==> src/u16esc_pkg.sv <==
`default_nettype none
// ----------------------------------------------------------------------------
// u16esc_pkg
// Shared types and constants for the UTF-16 to escaped text converter.
// ----------------------------------------------------------------------------
package u16esc_pkg;

    localparam logic [15:0] MARK_NATIVE  = 16'hFEFF;
    localparam logic [15:0] MARK_SWAPPED = 16'hFFFE;
    localparam logic [15:0] UNIT_NONCHAR = 16'hFFFF;

    localparam logic [7:0] CH_BACKSLASH = 8'h5C;
    localparam logic [7:0] CH_U         = 8'h75;
    localparam logic [7:0] CH_SLASH     = 8'h2F;
    localparam logic [7:0] CH_SPACE     = 8'h20;
    localparam logic [7:0] CH_F         = 8'h46;
    localparam logic [7:0] CH_NEWLINE   = 8'h0A;

    // last byte index of each kind of run
    localparam logic [2:0] LAST_PLAIN   = 3'd0;
    localparam logic [2:0] LAST_ESCAPE  = 3'd5;
    localparam logic [2:0] LAST_NONCHAR = 3'd7;

    typedef enum logic [1:0] {
        KIND_PLAIN   = 2'd0,
        KIND_NONCHAR = 2'd1,
        KIND_ESCAPE  = 2'd2,
        KIND_NONE    = 2'd3
    } kind_t;

    // one code unit handed from the assembler to the expander
    typedef struct packed {
        logic        valid;
        logic [15:0] unit;
        kind_t       kind;
    } unit_req_t;

    function automatic logic plain_byte(input logic [7:0] b);
        plain_byte = ((b >= 8'h09) && (b <= 8'h0D)) || ((b >= 8'h20) && (b <= 8'h7E));
    endfunction

    function automatic kind_t classify(input logic [15:0] unit);
        kind_t k;
        if ((unit[15:8] == 8'h00) && plain_byte(unit[7:0])) begin
            k = KIND_PLAIN;
        end
        else if (unit == UNIT_NONCHAR) begin
            k = KIND_NONCHAR;
        end
        else if (unit == MARK_NATIVE) begin
            k = KIND_NONE;
        end
        else begin
            k = KIND_ESCAPE;
        end
        classify = k;
    endfunction

    function automatic logic [7:0] hex_digit(input logic [3:0] d);
        logic [7:0] r;
        if (d < 4'd10) begin
            r = 8'h30 + {4'h0, d};
        end
        else begin
            r = 8'h37 + {4'h0, d};
        end
        hex_digit = r;
    endfunction

endpackage

`default_nettype wire

==> src/utf16_to_escaped_text.sv <==
`default_nettype none
// ----------------------------------------------------------------------------
// utf16_to_escaped_text
// Converts a UTF-16 byte stream into escaped ASCII text.
// ----------------------------------------------------------------------------
// Bytes come in one per request and are paired into 16-bit code units. The
// first unit picks the byte order (FEFF big-endian, FFFE little-endian, any
// other unit is big-endian data) and a mark there is never shown. Each later unit
// becomes one plain ASCII byte, the eight bytes "// FFFF" plus newline for
// FFFF, nothing for FEFF, or \uXXXX with uppercase hex. last_of_run flags the
// final byte of each unit. A lone trailing byte stays held and gives nothing.
// Timing: a unit's text drains from the unit register at one byte per cycle,
// while the output is not stalled, through the result register, so a unit
// holds the input until its last byte moves into the result register. The
// single result channel sets the rate: at most one output byte per cycle.
// The second byte of a unit goes into the unit register, and its first text
// byte then into the result register. The next unit is already taken while the
// last byte of the current one waits in the result register.
// ----------------------------------------------------------------------------
module utf16_to_escaped_text (
    input  wire logic       clk,
    input  wire logic       rst_n,
    // byte stream in
    input  wire logic       in_valid,
    output logic            in_stall,
    input  wire logic [7:0] in_byte,
    // escaped text out
    output logic            out_valid,
    input  wire logic       out_stall,
    output logic [7:0]      out_byte,
    output logic            last_of_run
);
    import u16esc_pkg::*;

    unit_req_t unit_req;
    logic      exp_ready;
    logic      in_accept;

    // stall only while a unit is still draining and cannot retire this cycle
    assign in_stall  = !exp_ready;
    assign in_accept = in_valid && exp_ready;

    // byte pairing, byte order and unit classification
    u16esc_assembler u_assembler (
        .clk     (clk),
        .rst_n   (rst_n),
        .accept  (in_accept),
        .in_byte (in_byte),
        .req     (unit_req)
    );

    // per-unit text playout into the result register
    u16esc_expander u_expander (
        .clk         (clk),
        .rst_n       (rst_n),
        .req         (unit_req),
        .ready       (exp_ready),
        .out_valid   (out_valid),
        .out_stall   (out_stall),
        .out_byte    (out_byte),
        .last_of_run (last_of_run)
    );

endmodule

`default_nettype wire

==> src/u16esc_assembler.sv <==
`default_nettype none
// ----------------------------------------------------------------------------
// u16esc_assembler
// Pairs incoming bytes into code units, tracks byte order and classifies units.
// ----------------------------------------------------------------------------
module u16esc_assembler (
    input  wire logic                  clk,
    input  wire logic                  rst_n,
    input  wire logic                  accept,
    input  wire logic [7:0]            in_byte,
    output u16esc_pkg::unit_req_t      req
);
    import u16esc_pkg::*;

    logic       second_byte_due_reg, second_byte_due_next;
    logic [7:0] held_byte_reg, held_byte_next;
    logic       little_endian_reg, little_endian_next;
    logic       order_known_reg, order_known_next;

    logic [15:0] unit_be;
    logic [15:0] unit_sel;
    kind_t       kind;

    assign unit_be = {held_byte_reg, in_byte};

    always_comb
    begin
        second_byte_due_next = second_byte_due_reg;
        held_byte_next       = held_byte_reg;
        little_endian_next   = little_endian_reg;
        order_known_next     = order_known_reg;
        unit_sel             = unit_be;
        kind                 = KIND_NONE;
        if (accept) begin
            if (!second_byte_due_reg) begin
                held_byte_next       = in_byte;
                second_byte_due_next = 1'b1;
            end
            else begin
                second_byte_due_next = 1'b0;
                if (!order_known_reg) begin
                    order_known_next = 1'b1;
                    if (unit_be == MARK_SWAPPED) begin
                        little_endian_next = 1'b1;
                    end
                    else begin
                        little_endian_next = 1'b0;
                        kind               = classify(unit_be);
                    end
                end
                else begin
                    unit_sel = little_endian_reg ? {in_byte, held_byte_reg} : unit_be;
                    kind     = classify(unit_sel);
                end
            end
        end
    end

    assign req.valid = accept && second_byte_due_reg && (kind != KIND_NONE);
    assign req.unit  = unit_sel;
    assign req.kind  = kind;

    always_ff @(posedge clk or negedge rst_n)
    begin
        if (!rst_n) begin
            second_byte_due_reg <= 1'b0;
            held_byte_reg       <= 8'h00;
            little_endian_reg   <= 1'b0;
            order_known_reg     <= 1'b0;
        end
        else begin
            second_byte_due_reg <= second_byte_due_next;
            held_byte_reg       <= held_byte_next;
            little_endian_reg   <= little_endian_next;
            order_known_reg     <= order_known_next;
        end
    end

endmodule

`default_nettype wire

==> src/u16esc_expander.sv <==
`default_nettype none
// ----------------------------------------------------------------------------
// u16esc_expander
// Holds one classified unit and plays out its text bytes into the result register.
// ----------------------------------------------------------------------------
module u16esc_expander (
    input  wire logic                  clk,
    input  wire logic                  rst_n,
    input  wire u16esc_pkg::unit_req_t req,
    output logic                       ready,
    output logic                       out_valid,
    input  wire logic                  out_stall,
    output logic [7:0]                 out_byte,
    output logic                       last_of_run
);
    import u16esc_pkg::*;

    logic        job_valid_reg, job_valid_next;
    logic [15:0] job_unit_reg;
    kind_t       job_kind_reg;
    logic [2:0]  idx_reg, idx_next;
    logic        out_valid_reg, out_valid_next;
    logic [7:0]  out_byte_reg;
    logic        out_last_reg;

    logic        load;
    logic        is_last;
    logic        release_job;
    logic [7:0]  cur_byte;

    always_comb
    begin
        cur_byte = CH_BACKSLASH;
        is_last  = 1'b0;
        case (job_kind_reg)
            KIND_PLAIN:
            begin
                cur_byte = job_unit_reg[7:0];
                is_last  = (idx_reg == LAST_PLAIN);
            end
            KIND_NONCHAR:
            begin
                is_last = (idx_reg == LAST_NONCHAR);
                case (idx_reg)
                    3'd0, 3'd1: cur_byte = CH_SLASH;
                    3'd2:       cur_byte = CH_SPACE;
                    3'd7:       cur_byte = CH_NEWLINE;
                    default:    cur_byte = CH_F;
                endcase
            end
            default:
            begin
                is_last = (idx_reg == LAST_ESCAPE);
                case (idx_reg)
                    3'd0:    cur_byte = CH_BACKSLASH;
                    3'd1:    cur_byte = CH_U;
                    3'd2:    cur_byte = hex_digit(job_unit_reg[15:12]);
                    3'd3:    cur_byte = hex_digit(job_unit_reg[11:8]);
                    3'd4:    cur_byte = hex_digit(job_unit_reg[7:4]);
                    default: cur_byte = hex_digit(job_unit_reg[3:0]);
                endcase
            end
        endcase
    end

    assign load        = job_valid_reg && (!out_valid_reg || !out_stall);
    assign release_job = load && is_last;
    assign ready       = !job_valid_reg || release_job;

    always_comb
    begin
        job_valid_next = job_valid_reg;
        idx_next       = idx_reg;
        if (load) begin
            idx_next = idx_reg + 3'd1;
        end
        if (release_job) begin
            job_valid_next = 1'b0;
        end
        if (req.valid) begin
            job_valid_next = 1'b1;
            idx_next       = 3'd0;
        end
        out_valid_next = out_valid_reg;
        if (load) begin
            out_valid_next = 1'b1;
        end
        else if (!out_stall) begin
            out_valid_next = 1'b0;
        end
    end

    always_ff @(posedge clk or negedge rst_n)
    begin
        if (!rst_n) begin
            job_valid_reg <= 1'b0;
            idx_reg       <= 3'd0;
            out_valid_reg <= 1'b0;
        end
        else begin
            job_valid_reg <= job_valid_next;
            idx_reg       <= idx_next;
            out_valid_reg <= out_valid_next;
        end
    end

    always_ff @(posedge clk)
    begin
        if (req.valid) begin
            job_unit_reg <= req.unit;
            job_kind_reg <= req.kind;
        end
        if (load) begin
            out_byte_reg <= cur_byte;
            out_last_reg <= is_last;
        end
    end

    assign out_valid   = out_valid_reg;
    assign out_byte    = out_byte_reg;
    assign last_of_run = out_last_reg;

endmodule

`default_nettype wire

==> config.mk <==
export PLATFORM = sky130hd
export DESIGN_NAME = utf16_to_escaped_text
export DESIGN_NICKNAME = d
export VERILOG_FILES = /design/src/u16esc_pkg.sv /design/src/utf16_to_escaped_text.sv /design/src/u16esc_assembler.sv /design/src/u16esc_expander.sv
export SDC_FILE = /design/constraint.sdc
export NUM_CORES = 1
export LEC_CHECK = 0
export BUFFER_PORTS_ARGS = -buffer_cell sky130_fd_sc_hd__buf_2
export CAP_MARGIN = 30
export CORE_UTILIZATION = 40
export CTS_BUF_LIST = sky130_fd_sc_hd__clkbuf_4 sky130_fd_sc_hd__clkbuf_8
export DETAILED_ROUTE_END_ITERATION = 10
export PLACE_DENSITY = 0.62
export SETUP_SLACK_MARGIN = 0.4
export SYNTH_ARGS = -nofsm -noshare
export SYNTH_HDL_FRONTEND = slang
export SYNTH_HIERARCHICAL = 1
export SYNTH_SLANG_ARGS = --single-unit
export TNS_END_PERCENT = 20
==> constraint.sdc <==
create_clock -name clk -period 3.9 [get_ports clk]
set_input_delay 0.195 -clock clk [delete_from_list [all_inputs] [get_ports clk]]
set_output_delay 0.195 -clock clk [all_outputs]
set_load 0.05 [all_outputs]
# Word level (Yosys, flattened, before mapping)

Cells that the tools add are included.

Register bits: 43
Logic and storage cells: 107
Input bits: 12

Bitwise logic cells: 2
Eq/ne operators: 14
$lt $le $gt $ge: 12
Add/sub/neg operators: 9
Reductions and logical operators: 29
Muxes and demuxes: 30

Operators with widths:

| kind                                                               | count |
|---|---|
| equality test 16 bit (second input constant)                       | 5 |
| two-way mux 16 bit                                                 | 4 |
| adder 6 x 4 -> 7 bit (first input constant)                        | 8 |
| case mux 8 bit (5 select lines)                                    | 1 |
| two-way mux 8 bit                                                  | 4 |
| case mux 7 bit (3 select lines)                                    | 1 |
| greater-or-equal comparator 8 x 4 -> 1 bit (second input constant) | 2 |
| greater-or-equal comparator 8 x 6 -> 1 bit (second input constant) | 2 |
| <= comparator 8 x 4 -> 1 bit (second input constant)               | 2 |
| <= comparator 8 x 7 -> 1 bit (second input constant)               | 2 |
| zero test 8 bit                                                    | 2 |
| < comparator 4 bit (second input constant)                         | 4 |
| two-way mux 2 bit                                                  | 8 |
| case mux 8 bit (2 select lines)                                    | 1 |
| logical AND 1 bit                                                  | 11 |
| equality test 3 bit (second input constant)                        | 3 |
| two-way mux 1 bit                                                  | 8 |
| equality test 3 x 2 -> 1 bit (second input constant)               | 2 |
| two-way mux 3 bit                                                  | 2 |
| zero test 1 bit                                                    | 4 |
| logical OR 1 bit                                                   | 4 |
| AND reduction 2 bit                                                | 2 |
| nonzero test 2 bit                                                 | 2 |
| adder 3 x 1 -> 3 bit (second input constant)                       | 1 |
| other kinds (10)                                                   | 11 |

# Longest topological paths before layout

Depth in word-level cells: 12
Mapped depth: 11
Mapped depth without buffers: 9

# Hierarchy

Netlist, hierarchy kept.

By module, submodules not included:

| module                | area each (um2) | times used | seq. area each (um2) | cells each |
|---|---|---|---|---|
| u16esc_expander       | 1,901.8         | 1          | 935.9                | 172 |
| u16esc_assembler      | 864.6           | 1          | 275.3                | 91 |
| utf16_to_escaped_text | 10.0            | 1          | 0.0                  | 2 |

# Worst setup path after synthesis

OpenSTA, ideal clock, no wires.

Kind: reg2reg
Start: register u_expander.idx_reg[0]
End: register u_expander.job_kind_reg[0] (enable)
Cell stages (with the launch flop): 10
Setup time: 405 ps
Slack: 751 ps
Arrival time: 2,744 ps
Cells stage by stage: dfrtp_1 > inv_1 > ha_1 > buf_4 > nor3b_1 > a211oi_1 > o31ai_1 > and2_1 > nand2_1 > a21oi_1

RTL lines:

| what                     | RTL line               | RTL |
|---|---|---|
| start: declaration       | u16esc_expander.sv:21  | `logic [2:0] idx_reg, idx_next;` |
| start signal: assignment | u16esc_expander.sv:102 | `idx_reg <= idx_next;` |
| end signal: assignment   | u16esc_expander.sv:111 | `job_kind_reg <= req.kind;` |
| end: declaration         | u16esc_expander.sv:20  | `kind_t job_kind_reg;` |

# Worst setup path in the final report

Start: register u_expander.idx_reg[0]
End: register u_assembler.held_byte_reg[4]

Word-level cells in the longest chain between the ends: 6
Elaborated cells on any way between the ends: 8
Classes of those cells: 2 x eq/ne; 1 x mux; 5 x reduce/logical

RTL lines:

| what                                              | RTL line                    | RTL |
|---|---|---|
| equality test 3 bit, or another cell as far along | u16esc_expander.sv:53       | `is_last = (idx_reg == LAST_ESCAPE);` |
| case mux 1 bit (2 select lines) *                 | u16esc_expander.sv:35       | `case (job_kind_reg)` |
| logical AND 1 bit *                               | u16esc_expander.sv:67       | `assign release_job = load && is_last;` |
| logical OR 1 bit *                                | u16esc_expander.sv:68       | `assign ready = !job_valid_reg \|\| release_job;` |
| via exp_ready                                     | utf16_to_escaped_text.sv:36 | `logic exp_ready;` |
| logical AND 1 bit *                               | utf16_to_escaped_text.sv:41 | `assign in_accept = in_valid && exp_ready;` |
| via in_accept                                     | utf16_to_escaped_text.sv:37 | `logic in_accept;` |
| AND reduction 2 bit (no source line) *            | -                           |  |
| end signal: assignment                            | u16esc_assembler.sv:73      | `held_byte_reg <= held_byte_next;` |
| end: declaration                                  | u16esc_assembler.sv:16      | `logic [7:0] held_byte_reg, held_byte_next;` |

The timed path passes the listed nets; every way through them passes the cells marked *.
A chain may end at the register's enable or synchronous reset.

==> results.ini <==
[routing]
topRoutingLayerUsed=met4
routed_wl_mm=5.73
wl_met1_mm=2.71
drc=0
dr_wl_met3_um=190
dr_wl_met2_mm=2.73
vias_per_cell=5.70
ant_nets=0
post_drt_wl_per_cell_um=15.7
drt_iter0_drc=126
dr_total_vias=2082
dr.pass1.iters=4

[placement]
dp_hpwl_mm=4.21
port_buffers=22
placed_cells=356
gp_congestion=0.908

[setup_path]
crit_type=flip-flop to flip-flop
cp.required_ns=4.08
ff2ff_setup_slack_ns=0.93
crit_path_cell_trace=inv_1 -> ha_1 -> nor3b_1 -> a211oi_1 -> o31ai_1 -> and2_1 -> nor2b_1 -> mux2_2
cp.depth=8
cp_data_arrival_time_ns=3.15
r2r-start=u_expander/idx_reg[0]$_DFFE_PN0P_
worstSetupStartpointType=flip-flop
r2r_cells=8
critPathLaunch=u_expander/idx_reg[0]$_DFFE_PN0P_
critPathTopFamily=simple AND/OR/NAND/NOR gates
crit_end=u_assembler/held_byte_reg[4]$_DFFE_PN0P_
cp_slowest_cell=nor2b_1
crit_fanout=9
endpoint_kind=flip-flop
critPathMaxStageDelay_ns=0.60
timing.rr.end=u_assembler/held_byte_reg[4]$_DFFE_PN0P_
cp_num_buf_inv=1

[hold_path]
hp-start=in_byte[6]
hp-class=primary input to flip-flop

[yosys]
synthArstFlopShare=0.372
synthAdderAreaFrac=0.0451
synth_area_leaders=edfxtp_1 (29%), dfrtp_1 (14%), mux2_2 (9.3%)
synthMuxAreaShare=0.111
ys_types=64
yosysWarnings=6
synth_top_area_cell=edfxtp_1
synth-edff-count=27
synth_flop_cell=edfxtp_1
ys_ff_latch=43
avgSynthCellArea_um2=10.5
synth-compound-area-share=0.189
synth_top_area_share=0.292
seq_area_frac_synth=0.436
synth_xor_xnor_area_share=0.0126
synth_fp_nets=287
synth_top_family_by_area=compound AO/OA/AOI/OAI gates
synthCells=265
synth_simple_gate_area_frac=0.167
syn_area_um2=2780

[sta]
clock.fmax_mhz=337
relSlewSlack=0.511
worst_clock_skew_ns=0.00716
drv_slew=0
worstMarginPinSlew_ns=0.729
setup-tns-final_ns=0
period_share=0.761
fin_crit_ns=2.97
setup_viol=0
rsz0062_at_grt=false
finalHoldViolations=0

[floorplan]
ios=23
placement_rows=29
die_height_um=85.3
die_x_um=85.3
core_um2=6530
start_util=0.425
die_area_um2=7280

[cts]
path_clk_slew_ns=0.09
clock_sinks=43
root_buffer=clkbuf_8
htreeDepth=2
clk_latency_ns=0.30
post_cts_buffers=0
cts_tree=done
cts_buffers=5
clock_path_buffers=2

[power]
leakage_nw=1.17
p_comb_frac=0.464
powerDensity_nw_per_um2=724
ir_drop_v=0.000369
power_switching_uw=969
pwr-share-seq=0.407
swShare=0.439
internal_power_mw=1.24
power_frac_clock=0.129

[final_layout]
final_cell_mix=edfxtp_1 (27), mux2_2 (23), buf_2 (22)
antenna_cells=0
layout-drive-gt1-share=0.236
final_common_cell=edfxtp_1
syn_to_final_growth_pct=9.78
final_nets=309
regArea_um2=1210
largest_reg_flops=16
final.fill_count=631
multi_input_area_um2=1460
final_cells=365

[global_route]
grt.overflow.total=0
track_usage=0.174
grt_pass1_vias=2011
grt_start_max_net_pins=23
grt_antenna_before_repair=0
grt_pass1_wl_mm=9.93

[status]
outcome=complete, no violations

[run]
max-cap-violations=0

==> cell families after synthesis <==
group	Yosys count
buf+inv	24
xor+xnor	4
simple gates	83
compound gates	73
fa+ha+maj	10
flops	43
mux	28
==> per-layer routing <==
| layer | track usage | up-vias |
|---|---|---|
| li1 | - | 1046 |
| met1 | 0.233 | 985 |
| met2 | 0.281 | 43 |
| met3 | 0.0379 | 8 |
| met4 | 0.0606 | 0 |
| met5 | 0 | - |
==> how the worst min path moves through the flow <==
stage	endpoint	slack [ns]	depth (start not counted)
after floorplan	u_assembler/held_byte_reg[0]$_DFFE_PN0P_	-0.10	0
after global placement	u_assembler/little_endian_reg$_DFFE_PN0P_	0.13	1
after detailed placement	u_assembler/little_endian_reg$_DFFE_PN0P_	0.14	1
after CTS	u_assembler/held_byte_reg[6]$_DFFE_PN0P_	0.20	2
after global routing	u_assembler/held_byte_reg[6]$_DFFE_PN0P_	0.20	2
final	u_assembler/held_byte_reg[6]$_DFFE_PN0P_	0.21	2
==> layout make-up <==
type                            count  area share
Inverter                           14      0.0181
Timing Repair Buffer               25      0.0443
Multi-Input combinational cell    198       0.479
Tap cell                           77      0.0316
Clock buffer                        5      0.0226
Sequential cell                    43       0.397
Clock inverter                      3     0.00657
==> through the flow <==
step / instance area, um2 / power (mW) / setup slack, ns / util / hold WS (ns)
final: 3050 / 2.21 / 0.932 / 0.467 / 0.215
after global routing: 3050 / 2.37 / 0.650 / 0.467 / 0.199
after CTS: 3050 / 2.22 / 0.888 / 0.467 / 0.197
after detailed placement: 2950 / 1.93 / 0.935 / 0.452 / 0.136
after global placement: 2950 / 1.92 / 0.989 / 0.452 / 0.132
after floorplan: 2780 / 1.70 / 0.751 / - / -0.101
==> Yosys cell counts (2+ instances only) <==
master    number
a211o_1        2
a211oi_1       4
a21boi_0       4
a21o_1         2
a21oi_1        9
a22o_1         2
a31o_1         2
a31oi_1        2
and2_1         2
and4b_1        3
buf_2          3
clkbuf_1       4
dfrtp_1       16
edfxtp_1      27
ha_1          10
inv_1         12
mux2_2        23
mux2i_1        5
nand2_1       18
nand2b_1       6
nand3_1        4
nand4_1        5
nor2_1        15
nor2b_1        7
nor3_1         4
nor3b_1        3
nor4_1         4
nor4bb_1       2
o211ai_1       2
o21a_1         4
o21ai_0       15
o21ai_1        2
o21bai_1       2
o22ai_1        3
o311ai_1       3
o32a_1         2
or3_1          3
xnor2_1        3
==> power by group through the flow <==
stage / Clock (mW) / Sequential (mW) / Combinational [mW]
after floorplan: 0 / 1.01 / 0.684
after global placement: 0 / 0.899 / 1.02
after global routing: 0.316 / 0.930 / 1.12
after CTS: 0.297 / 0.896 / 1.03
after detailed placement: 0 / 0.906 / 1.02
final: 0.285 / 0.899 / 1.02
==> what timing repair did <==
| action | in CTS | in global routing |
|---|---|---|
| hold endpoints to repair | 16 | 0 |
| gates resized for setup | 0 | 0 |
| hold buffers | 1 | 0 |
Power figures use the tool's default switching activity.
